===== src/design/bsed_pkg.sv =====
// shared types and constants of the syntax element decoder
package bsed_pkg;

  // field widths fixed by the bitstream interface
  localparam int WinW  = 64;
  localparam int OpW   = 3;
  localparam int NW    = 6;
  localparam int ValW  = 33;
  localparam int CntW  = 7;
  localparam int FixW  = 32;

  // operation codes
  typedef enum logic [OpW-1:0] {
    OP_U  = 3'd0,
    OP_I  = 3'd1,
    OP_TU = 3'd2,
    OP_UE = 3'd3,
    OP_SE = 3'd4
  } op_e;

  // input transfer
  typedef struct packed {
    logic [WinW-1:0] window;
    logic [OpW-1:0]  operation;
    logic [NW-1:0]   n;
  } in_t;

  // result transfer
  typedef struct packed {
    logic signed [ValW-1:0] value;
    logic [CntW-1:0]        bits_used;
    logic                   error;
  } out_t;

  // after the bit scan: leading zero and leading one counts
  typedef struct packed {
    logic [WinW-1:0] window;
    logic [OpW-1:0]  operation;
    logic [NW-1:0]   n;
    logic [CntW-1:0] lead_zeros;
    logic [CntW-1:0] lead_ones;
  } scan_t;

  // after extraction: raw field value, length and error
  typedef struct packed {
    logic [OpW-1:0]  operation;
    logic [NW-1:0]   n;
    logic            error;
    logic [CntW-1:0] used;
    logic [ValW-1:0] raw;
  } extr_t;

endpackage


===== src/design/bitstream_syntax_element_decoder.sv =====
// top level of the syntax element decoder: input register and pipeline stages
//
//   transfer   direction  handshake                     payload
//   in         into       in_valid_i / in_stall_o       bsed_pkg::in_t  (window, operation, n)
//   out        out of     out_valid_o / out_stall_i     bsed_pkg::out_t (value, bits_used, error)
//
// one element per cycle sustained while the output does not stall; four register stages
// (input register, bit scan, extraction, sign and result register), which each element
// passes through in that order before its result is offered on the out transfer
// the bit scan priority encoder and the extraction shifters set the stage depth
// reset clears only the stage valid bits; the payload registers are not reset
// a stall freezes occupied stages back to the first empty stage, which keeps filling

module bitstream_syntax_element_decoder #(
  parameter int WINDOW_BITS    = 64,
  parameter int MAX_FIXED_BITS = 32
) (
  input  logic           clk_i,
  input  logic           rst_ni,
  input  logic           in_valid_i,
  output logic           in_stall_o,
  input  bsed_pkg::in_t  in_data_i,
  output logic           out_valid_o,
  input  logic           out_stall_i,
  output bsed_pkg::out_t out_data_o
);

  logic            in_valid_q;
  bsed_pkg::in_t   in_data_q;
  logic            scan_valid, scan_stall;
  bsed_pkg::scan_t scan_data;
  logic            extr_valid, extr_stall;
  bsed_pkg::extr_t extr_data;
  logic            fin_stall;

  assign in_stall_o = in_valid_q && scan_stall;

  // input register valid
  always_ff @(posedge clk_i or negedge rst_ni) begin
    if (!rst_ni) begin
      in_valid_q <= 1'b0;
    end else if (!in_stall_o) begin
      in_valid_q <= in_valid_i;
    end
  end

  // input register payload
  always_ff @(posedge clk_i) begin
    if (!in_stall_o && in_valid_i) begin
      in_data_q <= in_data_i;
    end
  end

  bsed_scan #(
    .WINDOW_BITS(WINDOW_BITS)
  ) u_scan (
    .clk_i   (clk_i),
    .rst_ni  (rst_ni),
    .valid_i (in_valid_q),
    .stall_o (scan_stall),
    .data_i  (in_data_q),
    .valid_o (scan_valid),
    .stall_i (extr_stall),
    .data_o  (scan_data)
  );

  bsed_extract #(
    .WINDOW_BITS   (WINDOW_BITS),
    .MAX_FIXED_BITS(MAX_FIXED_BITS)
  ) u_extract (
    .clk_i   (clk_i),
    .rst_ni  (rst_ni),
    .valid_i (scan_valid),
    .stall_o (extr_stall),
    .data_i  (scan_data),
    .valid_o (extr_valid),
    .stall_i (fin_stall),
    .data_o  (extr_data)
  );

  bsed_finish #(
    .WINDOW_BITS(WINDOW_BITS)
  ) u_finish (
    .clk_i   (clk_i),
    .rst_ni  (rst_ni),
    .valid_i (extr_valid),
    .stall_o (fin_stall),
    .data_i  (extr_data),
    .valid_o (out_valid_o),
    .stall_i (out_stall_i),
    .data_o  (out_data_o)
  );

endmodule


===== src/design/bsed_scan.sv =====
// stage two: leading zero and leading one counts over the window
module bsed_scan #(
  parameter int WINDOW_BITS = 64
) (
  input  logic           clk_i,
  input  logic           rst_ni,
  input  logic           valid_i,
  output logic           stall_o,
  input  bsed_pkg::in_t  data_i,
  output logic           valid_o,
  input  logic           stall_i,
  output bsed_pkg::scan_t data_o
);

  localparam int Msb = bsed_pkg::WinW - 1;

  logic            valid_q;
  bsed_pkg::scan_t data_q, data_d;
  logic [bsed_pkg::CntW-1:0] lz, lo;

  // priority encoders, count saturates at the window size
  always_comb begin
    lz = bsed_pkg::CntW'(WINDOW_BITS);
    lo = bsed_pkg::CntW'(WINDOW_BITS);
    for (int i = WINDOW_BITS - 1; i >= 0; i--) begin
      if (data_i.window[Msb - i]) begin
        lz = bsed_pkg::CntW'(i);
      end else begin
        lo = bsed_pkg::CntW'(i);
      end
    end
  end

  always_comb begin
    data_d.window     = data_i.window;
    data_d.operation  = data_i.operation;
    data_d.n          = data_i.n;
    data_d.lead_zeros = lz;
    data_d.lead_ones  = lo;
  end

  assign stall_o = valid_q && stall_i;

  // stage valid
  always_ff @(posedge clk_i or negedge rst_ni) begin
    if (!rst_ni) begin
      valid_q <= 1'b0;
    end else if (!stall_o) begin
      valid_q <= valid_i;
    end
  end

  // stage payload
  always_ff @(posedge clk_i) begin
    if (!stall_o && valid_i) begin
      data_q <= data_d;
    end
  end

  assign valid_o = valid_q;
  assign data_o  = data_q;

endmodule


===== src/design/bsed_extract.sv =====
// stage three: field extraction, length and error checks
module bsed_extract #(
  parameter int WINDOW_BITS    = 64,
  parameter int MAX_FIXED_BITS = 32
) (
  input  logic            clk_i,
  input  logic            rst_ni,
  input  logic            valid_i,
  output logic            stall_o,
  input  bsed_pkg::scan_t data_i,
  output logic            valid_o,
  input  logic            stall_i,
  output bsed_pkg::extr_t data_o
);

  localparam int CntW = bsed_pkg::CntW;
  localparam int ValW = bsed_pkg::ValW;
  localparam int WinW = bsed_pkg::WinW;

  logic            valid_q;
  bsed_pkg::extr_t data_q, data_d;

  logic [CntW-1:0] n_ext, win_cnt, fix_sh;
  logic [CntW:0]   eg_len, eg_sh;
  logic [WinW-1:0] fix_word, eg_word;
  logic            n_bad, tu_over, eg_bad;
  logic [CntW-1:0] tu_val, tu_used;

  always_comb begin
    n_ext   = CntW'(data_i.n);
    win_cnt = CntW'(WINDOW_BITS);
    // fixed-width field sits in the top n bits
    fix_sh   = CntW'(WinW) - n_ext;
    fix_word = data_i.window >> fix_sh;
    // exp-golomb: top 2L+1 bits read as an integer give codeNum + 1
    eg_len  = {data_i.lead_zeros, 1'b1};
    eg_sh   = (CntW + 1)'(WinW) - eg_len;
    eg_word = data_i.window >> eg_sh;
    n_bad   = (data_i.n == '0) || (data_i.n > bsed_pkg::NW'(MAX_FIXED_BITS));
    eg_bad  = (data_i.lead_zeros >= win_cnt) || (eg_len > (CntW + 1)'(WINDOW_BITS));
    // truncated unary stops at the first zero or at n
    tu_over = (data_i.lead_ones < n_ext) && (data_i.lead_ones == win_cnt);
    if (data_i.lead_ones < n_ext) begin
      tu_val  = data_i.lead_ones;
      tu_used = data_i.lead_ones + CntW'(1);
    end else begin
      tu_val  = n_ext;
      tu_used = n_ext;
    end
  end

  // per-operation selection
  always_comb begin
    data_d.operation = data_i.operation;
    data_d.n         = data_i.n;
    data_d.error     = 1'b1;
    data_d.used      = '0;
    data_d.raw       = '0;
    unique case (data_i.operation) inside
      bsed_pkg::OP_U, bsed_pkg::OP_I: begin
        data_d.error = n_bad || (n_ext > win_cnt);
        data_d.used  = n_ext;
        data_d.raw   = ValW'(fix_word[bsed_pkg::FixW-1:0]);
      end
      bsed_pkg::OP_TU: begin
        data_d.error = n_bad || tu_over;
        data_d.used  = tu_used;
        data_d.raw   = ValW'(tu_val);
      end
      bsed_pkg::OP_UE, bsed_pkg::OP_SE: begin
        data_d.error = eg_bad;
        data_d.used  = eg_len[CntW-1:0];
        data_d.raw   = eg_word[ValW-1:0];
      end
      default: begin
        data_d.error = 1'b1;
      end
    endcase
  end

  assign stall_o = valid_q && stall_i;

  // stage valid
  always_ff @(posedge clk_i or negedge rst_ni) begin
    if (!rst_ni) begin
      valid_q <= 1'b0;
    end else if (!stall_o) begin
      valid_q <= valid_i;
    end
  end

  // stage payload
  always_ff @(posedge clk_i) begin
    if (!stall_o && valid_i) begin
      data_q <= data_d;
    end
  end

  assign valid_o = valid_q;
  assign data_o  = data_q;

endmodule


===== src/design/bsed_finish.sv =====
// stage four: sign handling, error zeroing and result register
module bsed_finish #(
  parameter int WINDOW_BITS = 64
) (
  input  logic            clk_i,
  input  logic            rst_ni,
  input  logic            valid_i,
  output logic            stall_o,
  input  bsed_pkg::extr_t data_i,
  output logic            valid_o,
  input  logic            stall_i,
  output bsed_pkg::out_t  data_o
);

  localparam int ValW = bsed_pkg::ValW;
  localparam int NW   = bsed_pkg::NW;

  logic                valid_q;
  bsed_pkg::out_t      data_q, data_d;
  logic [bsed_pkg::OpW-1:0] op_q;
  logic [ValW-1:0]     val, ext_mask, mag;
  logic                sign_bit;

  always_comb begin
    sign_bit = data_i.raw[NW'(data_i.n - NW'(1))];
    ext_mask = ~((ValW'(1) << data_i.n) - ValW'(1));
    mag      = data_i.raw >> 1;
    val      = '0;
    unique case (data_i.operation)
      bsed_pkg::OP_U:  val = data_i.raw;
      bsed_pkg::OP_I:  val = sign_bit ? (data_i.raw | ext_mask) : data_i.raw;
      bsed_pkg::OP_TU: val = data_i.raw;
      bsed_pkg::OP_UE: val = data_i.raw - ValW'(1);
      // even codeNum + 1 means odd codeNum, which maps to a positive value
      bsed_pkg::OP_SE: val = data_i.raw[0] ? (ValW'(0) - mag) : mag;
      default:         val = '0;
    endcase
  end

  // error results carry zero value and zero length
  always_comb begin
    data_d.error     = data_i.error;
    data_d.value     = data_i.error ? '0 : $signed(val);
    data_d.bits_used = data_i.error ? '0 : data_i.used;
  end

  assign stall_o = valid_q && stall_i;

  // output valid
  always_ff @(posedge clk_i or negedge rst_ni) begin
    if (!rst_ni) begin
      valid_q <= 1'b0;
    end else if (!stall_o) begin
      valid_q <= valid_i;
    end
  end

  // output payload
  always_ff @(posedge clk_i) begin
    if (!stall_o && valid_i) begin
      data_q <= data_d;
      op_q   <= data_i.operation;
    end
  end

  assign valid_o = valid_q;
  assign data_o  = data_q;

  // checks on the result register
  a_err_zero: assert property (@(posedge clk_i) disable iff (!rst_ni)
    valid_q && data_q.error |-> data_q.value == '0 && data_q.bits_used == '0)
    else $error("error result with nonzero fields");

  a_eg_odd: assert property (@(posedge clk_i) disable iff (!rst_ni)
    valid_q && !data_q.error && (op_q == bsed_pkg::OP_UE || op_q == bsed_pkg::OP_SE)
    |-> data_q.bits_used[0])
    else $error("exp-golomb length is even");

  a_used_fits: assert property (@(posedge clk_i) disable iff (!rst_ni)
    valid_q && !data_q.error
    |-> data_q.bits_used <= bsed_pkg::CntW'(WINDOW_BITS) && data_q.bits_used != '0)
    else $error("consumed length outside the window");

endmodule


===== config.mk =====
export PLATFORM = sky130hd
export DESIGN_NAME = bitstream_syntax_element_decoder
export DESIGN_NICKNAME = d
export VERILOG_FILES = /design/src/design/bsed_pkg.sv /design/src/design/bitstream_syntax_element_decoder.sv /design/src/design/bsed_scan.sv /design/src/design/bsed_extract.sv /design/src/design/bsed_finish.sv
export SDC_FILE = /design/constraint.sdc
export NUM_CORES = 1
export LEC_CHECK = 0
export BUFFER_PORTS_ARGS = -buffer_cell sky130_fd_sc_hd__buf_2
export CAP_MARGIN = 20
export CORE_MARGIN = 3
export CORE_UTILIZATION = 35
export CTS_CLUSTER_DIAMETER = 60
export CTS_CLUSTER_SIZE = 25
export DETAILED_ROUTE_END_ITERATION = 8
export GPL_TIMING_DRIVEN = 0
export SYNTH_ARGS = -nofsm -noshare
export SYNTH_HDL_FRONTEND = slang
export SYNTH_SLANG_ARGS = --single-unit

===== constraint.sdc =====
create_clock -name clk_i -period 7.7 [get_ports clk_i]
set_clock_uncertainty 0.15 [all_clocks]
set_input_delay 0.77 -clock clk_i [delete_from_list [all_inputs] [get_ports clk_i]]
set_output_delay 0.77 -clock clk_i [all_outputs]
set_load 0.1 [all_outputs]

After elaboration in Yosys (flattened, before gate mapping)
Cells that the tools add are included.
{"block": "totals", "ff_bits": 255, "latch_bits": 0, "ramBits": 0, "rom_bits": 0, "input_bits": 77, "mem_count": 0}
{"block": "op_classes", "n_addsub": 7, "multipliers": 0, "n_div": 0, "magnitude_cmp": 6, "n_eq_ne": 9, "shift": 3, "mux": 135, "bitwise": 2, "reduce_logical": 35}
{"cell": "two-way mux 6 bit", "count": 62}
{"cell": "two-way mux 5 bit", "count": 32}
{"cell": "case mux 33 bit (4 select lines)", "count": 1}
{"cell": "case mux 40 bit (3 select lines)", "count": 1}
{"cell": "two-way mux 33 bit", "count": 2}
{"cell": "two-way mux 4 bit", "count": 16}
{"cell": ">> shifter 64 x 7 -> 32 bit", "count": 1}
{"cell": ">> shifter 64 x 8 -> 33 bit", "count": 1}
{"cell": "AND reduction 63 bit", "count": 1}
{"cell": "OR reduction 63 bit", "count": 1}
{"cell": "NOT 33 bit", "count": 1}
{"cell": "OR 33 bit", "count": 1}
{"cell": "<< shifter 1 x 6 -> 33 bit (first input constant)", "count": 1}
{"cell": "subtractor 1 x 32 -> 33 bit (first input constant)", "count": 1}
{"cell": "subtractor 33 x 1 -> 33 bit (second input constant)", "count": 1}
{"cell": "subtractor 33 x 2 -> 33 bit (second input constant)", "count": 1}
{"cell": "AND reduction 32 bit", "count": 1}
{"cell": "OR reduction 32 bit", "count": 1}
{"cell": "two-way mux 7 bit", "count": 4}
{"cell": "two-way mux 3 bit", "count": 8}
{"cell": "AND reduction 16 bit", "count": 1}
{"cell": "OR reduction 16 bit", "count": 1}
{"cell": "== test 3 x 2 -> 1 bit (second input constant)", "count": 4}
{"cell": "logical AND 1 bit", "count": 9}
{"cell": "other kinds (27)", "count": 44}

Depth between registers and ports, before layout
Gate-level depths: netlist of run 1.
{"block": "logic_depth", "ltp_word": 63, "mapped_depth": 15, "ltp_nobuf": 10}

Cells and area by module
A second synthesis of run 1 with hierarchy kept.
{"block": "unflattened", "cells_unflattened": 2138, "hier_area_um2": 21314.2}
{"module": "bsed_extract", "n_inst": 1, "cells_each": 1063, "area_per_inst_um2": 9890.7, "seq_area_each_um2": 1526.5}
{"module": "bsed_finish", "n_inst": 1, "cells_each": 616, "area_per_inst_um2": 4888.4, "seq_area_each_um2": 1256.2}
{"module": "bsed_scan", "n_inst": 1, "cells_each": 382, "area_per_inst_um2": 4292.9, "seq_area_each_um2": 2637.5}
{"module": "bitstream_syntax_element_decoder", "n_inst": 1, "cells_each": 77, "area_per_inst_um2": 2242.2, "seq_area_each_um2": 2217.1}

Worst setup path before layout of run 1
OpenSTA, ideal clock, no wires.
{"block": "synth_path", "kind": "flip-flop to flip-flop", "from": "register u_finish.valid_q (netlist: u_finish.valid_o)", "to": "register u_finish.data_q, in the netlist u_finish.data_o[0] (enable)", "arrival_time_ns": 3.922, "t_required_ns": 7.048, "path_slack_ns": 3.126, "path_stages_with_launch": 2, "path_buffers": 0, "synth_period_minus_slack_ns": 4.574, "path_cell_list": "dfrtp_1 > a21boi_0"}
{"block": "synth_between", "elab_chain_len": 3}
{"element": "from (decl)", "line": "bsed_finish.sv:18", "source": "logic valid_q;"}
{"element": "from (signal assigned)", "line": "bsed_finish.sv:54", "source": "valid_q <= valid_i;"}
{"element": "logical AND 1 bit", "line": "bsed_finish.sv:47", "source": "assign stall_o = valid_q && stall_i;"}
{"element": "logical NOT 1 bit"}
{"element": "logical AND 1 bit", "line": "bsed_finish.sv:60", "source": "if (!stall_o && valid_i) begin"}
{"element": "to (signal assigned)", "line": "bsed_finish.sv:61", "source": "data_q <= data_d;"}
{"element": "to (decl)", "line": "bsed_finish.sv:19", "source": "bsed_pkg::out_t data_q, data_d;"}
Every way passes these cells.
A chain may end at the register's enable or synchronous reset.

==> summary.md, run 1 <==
| Metric | Value |
|---|---|
| Status | `finished, final reports clean` |
| CTS resizes | `0` |
| Seq cells post-synth | `255` |
| Post-CTS Setup Bufs | `0` |
| Num Clock Sinks | `255` |
| Clock latency on the worst-skew pair | `600 ps` |
| Power Density | `242 nW/µm²` |
| Util after Layout | `40.2%` |
| Proportion of synthesized area in mux cells | `18.2%` |
| Post-DP Area | `22000 µm²` |
| Die Height | `247 µm` |
| Final period demand of the worst path | `5530 ps` |
| Top FF cell, synth | `edfxtp_1` |
| Max Slew Vio Count | `0` |
| Capturing point of the worst reg2reg path | `u_extract.data_o[3]` |
| Top post-synthesis cells by area | `edfxtp_1 37%, mux4_2 12%, nand2_1 4.0%, a21oi_1 3.6%, mux2i_1 3.6%` |
| Worst Hold Class | `in2reg` |
| Worst r2r src | `u_scan.data_o[14]` |
| Peak supply drop | `0.000212 V` |
| Cell Area, Synth | `20300 µm²` |
| CP startpoint kind | `flop` |
| Final GP Congestion | `1.02` |
| Initial Utilization | `35.7%` |
| Ys async rst share | `1.57%` |
| Final Cycle Share | `71.9%` |
| Post-route cell area | `22900 µm²` |
| Post-Syn Nets | `2158` |
| Worst slack, placed | `2280 ps` |
| FP Rows | `87` |
| Layout area overhead | `12.7%` |
| Slowest cell on crit path | `buf_1` |
| Worst hold slack | `187 ps` |
| First-pass iteration count of the detailed router | `6` |
| # H-tree levels | `1` |
| FF-to-FF path depth | `15` |
| Synth cell count leaders | `251 x edfxtp_1, 214 x nand2_1, 157 x nor2_1` |
| CTS root buf | `clkbuf_16` |
| Worst slew pin tran | `1230 ps` |
| Vias | `19.2k` |
| Largest net degree at the start of global routing | `74` |
| Sequential area share after synthesis | `37.6%` |
| CP max FO | `10` |
| CP dominant cell by count | `buf_2` |
| Synth Area in Compound Gates | `19.2%` |
| Initial detailed-routing violation count | `2228` |
| Setup_tns | `0 ps` |
| Mean Syn Cell Area | `9.84 µm²` |
| Simple-gate area share of the yosys netlist | `16.9%` |
| Worst path max stage delay | `630 ps` |
| Post-route DRC violation count | `0` |
| Final Hold Viols | `0` |
| Post-route ant nets | `0` |
| CTS clk-pin slew, worst paths | `90 ps` |
| Fin cells | `2991` |
| Number of synthesized flops with an enable pin | `251` |
| Overall routing resource usage | `26.3%` |
| Count leader, synth | `edfxtp_1` |
| CP Cell Sequence | `buf_6, buf_2, inv_1, buf_1, ha_1, buf_2, buf_2, buf_1, mux4_2, nand2_1, o21ai_0, o211ai_1, a21oi_1, a31oi_1, o211ai_1` |
| Pleak | `7.89 nW` |
| Num CTS Buffers | `24` |
| Synthesized-area fraction occupied by adder cells | `1.05%` |
| Die area | `61000 µm²` |
| Cell count after synthesis | `2064` |
| CP startpoint | `u_scan.data_o[14]` |
| Final wirelength | `81.4 mm` |
| Routed vias/inst | `6.41` |
| Max_slew headroom | `17.6%` |
| Max-Cap Viols | `0` |
| CTS max path bufs | `3` |
| Layout Nets | `2310` |
| Post-DP HPWL | `64.3 mm` |
| Fill cells | `5610` |
| Synth unique cells | `94` |
| CTS tree | `done` |
| RSZ-0062 raised after global routing | `no` |
| Wirelength per Cell | `27.2 µm` |
| Power Total | `5.54 mW` |
| Count of final setup violators | `0` |
| Cell taking the most area after synthesis | `edfxtp_1` |
| Yosys warns | `0` |
| Port Buffers | `119` |
| Setup Crit Path Kind | `reg2reg` |
| Placed cells | `2944` |
| Critical Path AT | `5650 ps` |
| GRT overflow | `0` |
| R2R setup slack | `2170 ps` |
| Crit path capture | `u_extract.data_o[3]` |
| Critical Path RT | `7820 ps` |
| Core Region | `56900 µm²` |
| First-pass GRT wire length | `120 mm` |
| Die width | `247 µm` |
| Layout cells sized above 1 | `18.4%` |
| Largest family of logic cells by synthesized area | `compound AO/OA/AOI/OAI gates` |
| I/O pin cnt | `120` |
| FMAX | `0.181 GHz` |
| XOR/XNOR Fraction of Synth Area | `2.41%` |
| Initial antenna violation count | `1` |
| Post-route worst setup slack | `2170 ps` |
| Vias in the first global route | `18.3k` |
| Area share of the largest cell type after synthesis | `37.1%` |
| Endpoint class of the critical path | `flop` |
registers in the layout, summed over array words and instances, names as in the netlist:
| name | cells |
|---|---|
| in_data_q | 73 |
| in_valid_q | 1 |
| u_extract.data_o | 50 |
| u_extract.valid_o | 1 |
| u_finish.data_o | 41 |
| u_finish.valid_o | 1 |
| u_scan.data_o | 87 |
| u_scan.valid_o | 1 |
kinds of logic (layout without fill, tap and decap cells):
| kind of cell | after synthesis | in the layout |
|---|---|---|
| DFF | 255 | 255 |
| adders and majority gates | 17 | 17 |
| other | 0 | 1 |
| xor gates and xnor gates | 55 | 55 |
| buffers and inverters | 218 | 388 |
| AOI/OAI and AO/OA | 592 | 592 |
| and+or+nand+nor | 698 | 698 |
| muxes | 229 | 229 |
routing by layer:
| metal | wire length [µm] | GRT usage (%) | vias to the layer above |
|---|---|---|---|
| met5 | 0 | 0 | - |
| met4 | 4960 | 13.3 | 0 |
| met3 | 6250 | 2.67 | 224 |
| met2 | 37800 | 42.8 | 1208 |
| met1 | 32300 | 34.8 | 9380 |
| li1 | - | - | 8368 |
placed cells by master, fill, tap and decap left out, types with 22 or more instances in the layout:
| cell type | n |
|---|---|
| a31oi_1 | 39 |
| a22oi_1 | 23 |
| buf_2 | 150 |
| edfxtp_1 | 251 |
| nor3_1 | 61 |
| o21ai_0 | 141 |
| a21oi_1 | 147 |
| nor2_1 | 157 |
| clkbuf_16 | 24 |
| xor2_1 | 23 |
| nand2_1 | 214 |
| nor4_1 | 38 |
| xnor2_1 | 31 |
| inv_1 | 50 |
| nand2b_1 | 22 |
| mux2_2 | 48 |
| mux2i_1 | 73 |
| mux4_2 | 108 |
| nand3_1 | 53 |
| o211ai_1 | 37 |
| clkbuf_1 | 114 |
worst min-delay path by stage:
stage	start	end	slack [ps]	cells after the start
2_1_floorplan	in_data_q[0]	u_scan.data_o[14]	250	0
3_3_place_gp	in_data_q[8]	u_scan.data_o[22]	260	0
3_5_place_dp	in_data_q[7]	u_scan.data_o[21]	260	0
4_1_cts	in_data_i[18]	in_data_q[18]	170	1
5_1_grt	in_data_i[71]	in_data_q[71]	180	1
6_report	in_data_i[18]	in_data_q[18]	190	1
worst max-delay path: cells and delay by family (launching register included):
family                     cells  cell delay, ps
buffers and inverters          7            2430
AOI/OAI and AO/OA              5            1180
adders and majority gates      1             450
muxes                          1             450
DFF                            1             420
and+or+nand+nor                1              90
area by class of cell:
cell class | instances | area, µm² | area share [%]
repair buffers | 126 | 711 | 3.11
plain buffers | 165 | 723 | 3.16
flip-flops and latches | 255 | 7640 | 33.4
clock buffers | 26 | 608 | 2.66
inverters | 53 | 199 | 0.869
multi-input cells | 1591 | 11800 | 51.5
diodes | 1 | 2.50 | 0.0109
clock inverters | 18 | 285 | 1.25
well taps | 756 | 946 | 4.13
where the power goes:
part | switching (mW) | internal [mW] | leakage (nW)
Combinational | 1.51 | 0.773 | 4.94
Sequential | 0.213 | 1.73 | 2.51
Clock | 0.628 | 0.691 | 0.432
Total | 2.36 | 3.19 | 7.89
what timing repair did:
item	CTS	global route
hold endpoints to repair	4	0
hold buffers	1	0
endpoints found under the setup margin	0	0
Power figures use the tool's default switching activity.
==> run 2, diff against run 1 <==
==> constraint.sdc (replaced) <==
create_clock -name clk_i -period 5.2 [get_ports clk_i]
set_clock_uncertainty 0.15 [all_clocks]
set_input_delay 0.52 -clock clk_i [delete_from_list [all_inputs] [get_ports clk_i]]
set_output_delay 0.52 -clock clk_i [all_outputs]
set_load 0.1 [all_outputs]
==> summary.md, run 2 (synthesis results as in run 1) <==
| Metric | Value |
|---|---|
| Status | `finished, final reports clean (unchanged)` |
| Final period demand of the worst path | `4960 ps (was 5530 ps)` |
| CTS root buf | `clkbuf_16 (unchanged)` |
| Switching power | `3.49 mW (was 2.36 mW)` |
| Post-route DRC violation count | `0 (unchanged)` |
| Endpoint class of the critical path | `flop (unchanged)` |
| Initial detailed-routing violation count | `2123 (was 2228)` |
| Post-route ant nets | `0 (unchanged)` |
| Largest net degree at the start of global routing | `74 (unchanged)` |
| Initial Utilization | `35.7% (unchanged)` |
| Setup_tns | `0 ps (unchanged)` |
| Combinational power share | `41.6% (was 41.2%)` |
| Fill cells | `5526 (was 5610)` |
| Clock latency on the worst-skew pair | `600 ps (about the same)` |
| Count of final setup violators | `0 (unchanged)` |
| Peak supply drop | `0.000314 V (was 0.000212 V)` |
| Max reg flops | `87 (unchanged)` |
| Final wirelength | `82.2 mm (was 81.4 mm)` |
| Worst path max stage delay | `550 ps (was 630 ps)` |
| Sw Ratio | `42.3% (was 42.5%)` |
| Num Clock Sinks | `255 (unchanged)` |
| Overall routing resource usage | `26.5% (was 26.3%)` |
| Worst hold slack | `24.4 ps (was 187 ps)` |
| Family with the most delay on the worst path | `buffers and inverters (unchanged)` |
| CP Cell Sequence | `buf_6, buf_2, inv_1, buf_2, ha_1, buf_2, clkbuf_4, mux2i_1, mux2i_1, mux4_2, mux2i_1, a2bb2oi_1, o221ai_1 (was buf_6, buf_2, inv_1, buf_1, ha_1, buf_2, buf_2, buf_1, mux4_2, nand2_1, o21ai_0, o211ai_1, a21oi_1, a31oi_1, o211ai_1)` |
| Worst r2r src | `u_scan.data_o[14] (unchanged)` |
| Slowest cell on crit path | `mux4_2 (was buf_1)` |
| Max_slew headroom | `21.2% (was 17.6%)` |
| Final Cycle Share | `95.3% (was 71.9%)` |
| Pint | `4.76 mW (was 3.19 mW)` |
| Max Slew Vio Count | `0 (unchanged)` |
| Core Region | `56900 µm² (unchanged)` |
| CTS tree | `done (unchanged)` |
| Layout cells sized above 1 | `18.0% (was 18.4%)` |
| Post-CTS Setup Bufs | `0 (unchanged)` |
| Post-DP Area | `22000 µm² (unchanged)` |
| FP Rows | `87 (unchanged)` |
| CP max FO | `19 (was 10)` |
| Power Density | `349 nW/µm² (was 242 nW/µm²)` |
| CTS max path bufs | `3 (unchanged)` |
| R2R setup slack | `240 ps (was 2170 ps)` |
| Initial antenna violation count | `2 (was 1)` |
| First-pass GRT wire length | `122 mm (was 120 mm)` |
| Die area | `61000 µm² (unchanged)` |
| First-pass iteration count of the detailed router | `7 (was 6)` |
| Post-route cell area | `23600 µm² (was 22900 µm²)` |
| Setup Crit Path Kind | `reg2reg (unchanged)` |
| FF-to-FF path depth | `13 (was 15)` |
| Routed vias/inst | `6.31 (was 6.41)` |
| # H-tree levels | `1 (unchanged)` |
| CP startpoint kind | `flop (unchanged)` |
| Final Hold Viols | `0 (unchanged)` |
| Post-DP HPWL | `64.3 mm (unchanged)` |
| Clock network power share | `23.7% (was 23.8%)` |
| Port Buffers | `119 (unchanged)` |
| Die Height | `247 µm (unchanged)` |
| Layout area overhead | `16.4% (was 12.7%)` |
| Worst Hold Class | `in2reg (unchanged)` |
| GRT overflow | `0 (unchanged)` |
| Capturing point of the worst reg2reg path | `u_extract.data_o[1] (was u_extract.data_o[3])` |
| CTS clk-pin slew, worst paths | `90 ps (about the same)` |
| Wirelength per Cell | `26.8 µm (was 27.2 µm)` |
| Layout Nets | `2382 (was 2310)` |
| Most common cell after layout, fill and taps aside | `edfxtp_1 (unchanged)` |
| Crit path depth | `13 (was 15)` |
| RSZ-0062 raised after global routing | `yes (was no)` |
| Final GP Congestion | `1.02 (unchanged)` |
| Crit path buf inv count | `6 (was 7)` |
| Flop pwr share | `34.8% (was 35.0%)` |
| Pleak | `8.21 nW (was 7.89 nW)` |
| Crit path capture | `u_extract.data_o[1] (was u_extract.data_o[3])` |
| I/O pin cnt | `120 (unchanged)` |
| Num CTS Buffers | `24 (unchanged)` |
| Util after Layout | `41.5% (was 40.2%)` |
| Die width | `247 µm (unchanged)` |
| FMAX | `0.202 GHz (was 0.181 GHz)` |
| Vias in the first global route | `18.7k (was 18.3k)` |
| Critical Path RT | `5320 ps (was 7820 ps)` |
| Worst slew pin tran | `1170 ps (was 1230 ps)` |
| Vias | `19.3k (was 19.2k)` |
| Critical Path AT | `5070 ps (was 5650 ps)` |
| Max-Cap Viols | `0 (unchanged)` |
| CP startpoint | `u_scan.data_o[14] (unchanged)` |
| Most frequent cells in the layout | `251 x edfxtp_1, 214 x nand2_1, 157 x nor2_1 (unchanged)` |
run 2: worst min-delay path by stage:
| stage | cells past startpoint | slack (ps) | from | endpoint |
|---|---|---|---|---|
| after CTS | 2 | 10 | out_stall_i | u_finish.valid_o |
| after global placement | 1 | 180 | rst_ni | u_finish.valid_o |
| after detailed placement | 1 | 180 | rst_ni | in_valid_q |
| final | 2 | 20 | out_stall_i | u_finish.valid_o |
| after global routing | 2 | 30 | out_stall_i | u_finish.valid_o |
| after floorplan | 0 | 70 | rst_ni | in_valid_q |
run 2: area by class of cell:
class / count / area [µm²] / area share (%)
diodes: 1 / 2.50 / 0.0106
clock inverters: 18 / 285 / 1.21
multi-input cells: 1591 / 11800 / 49.8
flip-flops and latches: 255 / 7640 / 32.3
clock buffers: 26 / 608 / 2.57
repair buffers: 200 / 1450 / 6.14
plain buffers: 163 / 726 / 3.07
inverters: 53 / 199 / 0.842
well taps: 756 / 946 / 4.00
run 2: power groups by stage:
stage	sequential, mW	combinational [mW]	clock (mW)
floorplan	3.08	2.03	0
global placement	2.92	3.27	0
detailed placement	2.90	3.28	0
CTS	2.86	3.34	1.99
global route	2.89	3.61	2.07
finish	2.87	3.43	1.95
run 2: routing by layer:
layer	track usage, %	wire [µm]	up-vias
met1	34.7	32700	9442
met5	0	17	-
li1	-	-	8533
met3	3.00	6100	215
met2	43.5	38300	1136
met4	13.5	5000	2
run 2: timing repair:
item / CTS / global route
gates resized for setup: 1 / 7
pin swaps: 0 / 1
hold endpoints to repair: 78 / 0
hold buffers: 75 / 0
setup endpoints to repair: 5 / 5
run 2: through the flow:
stage	setup WS (ps)	power [mW]	cells
after detailed placement	-219	6.19	2944
final	242	8.25	3063
after CTS	100	8.19	3062
after global placement	-201	6.19	2939
after global routing	-8.47	8.58	3062
after floorplan	626	5.11	2064
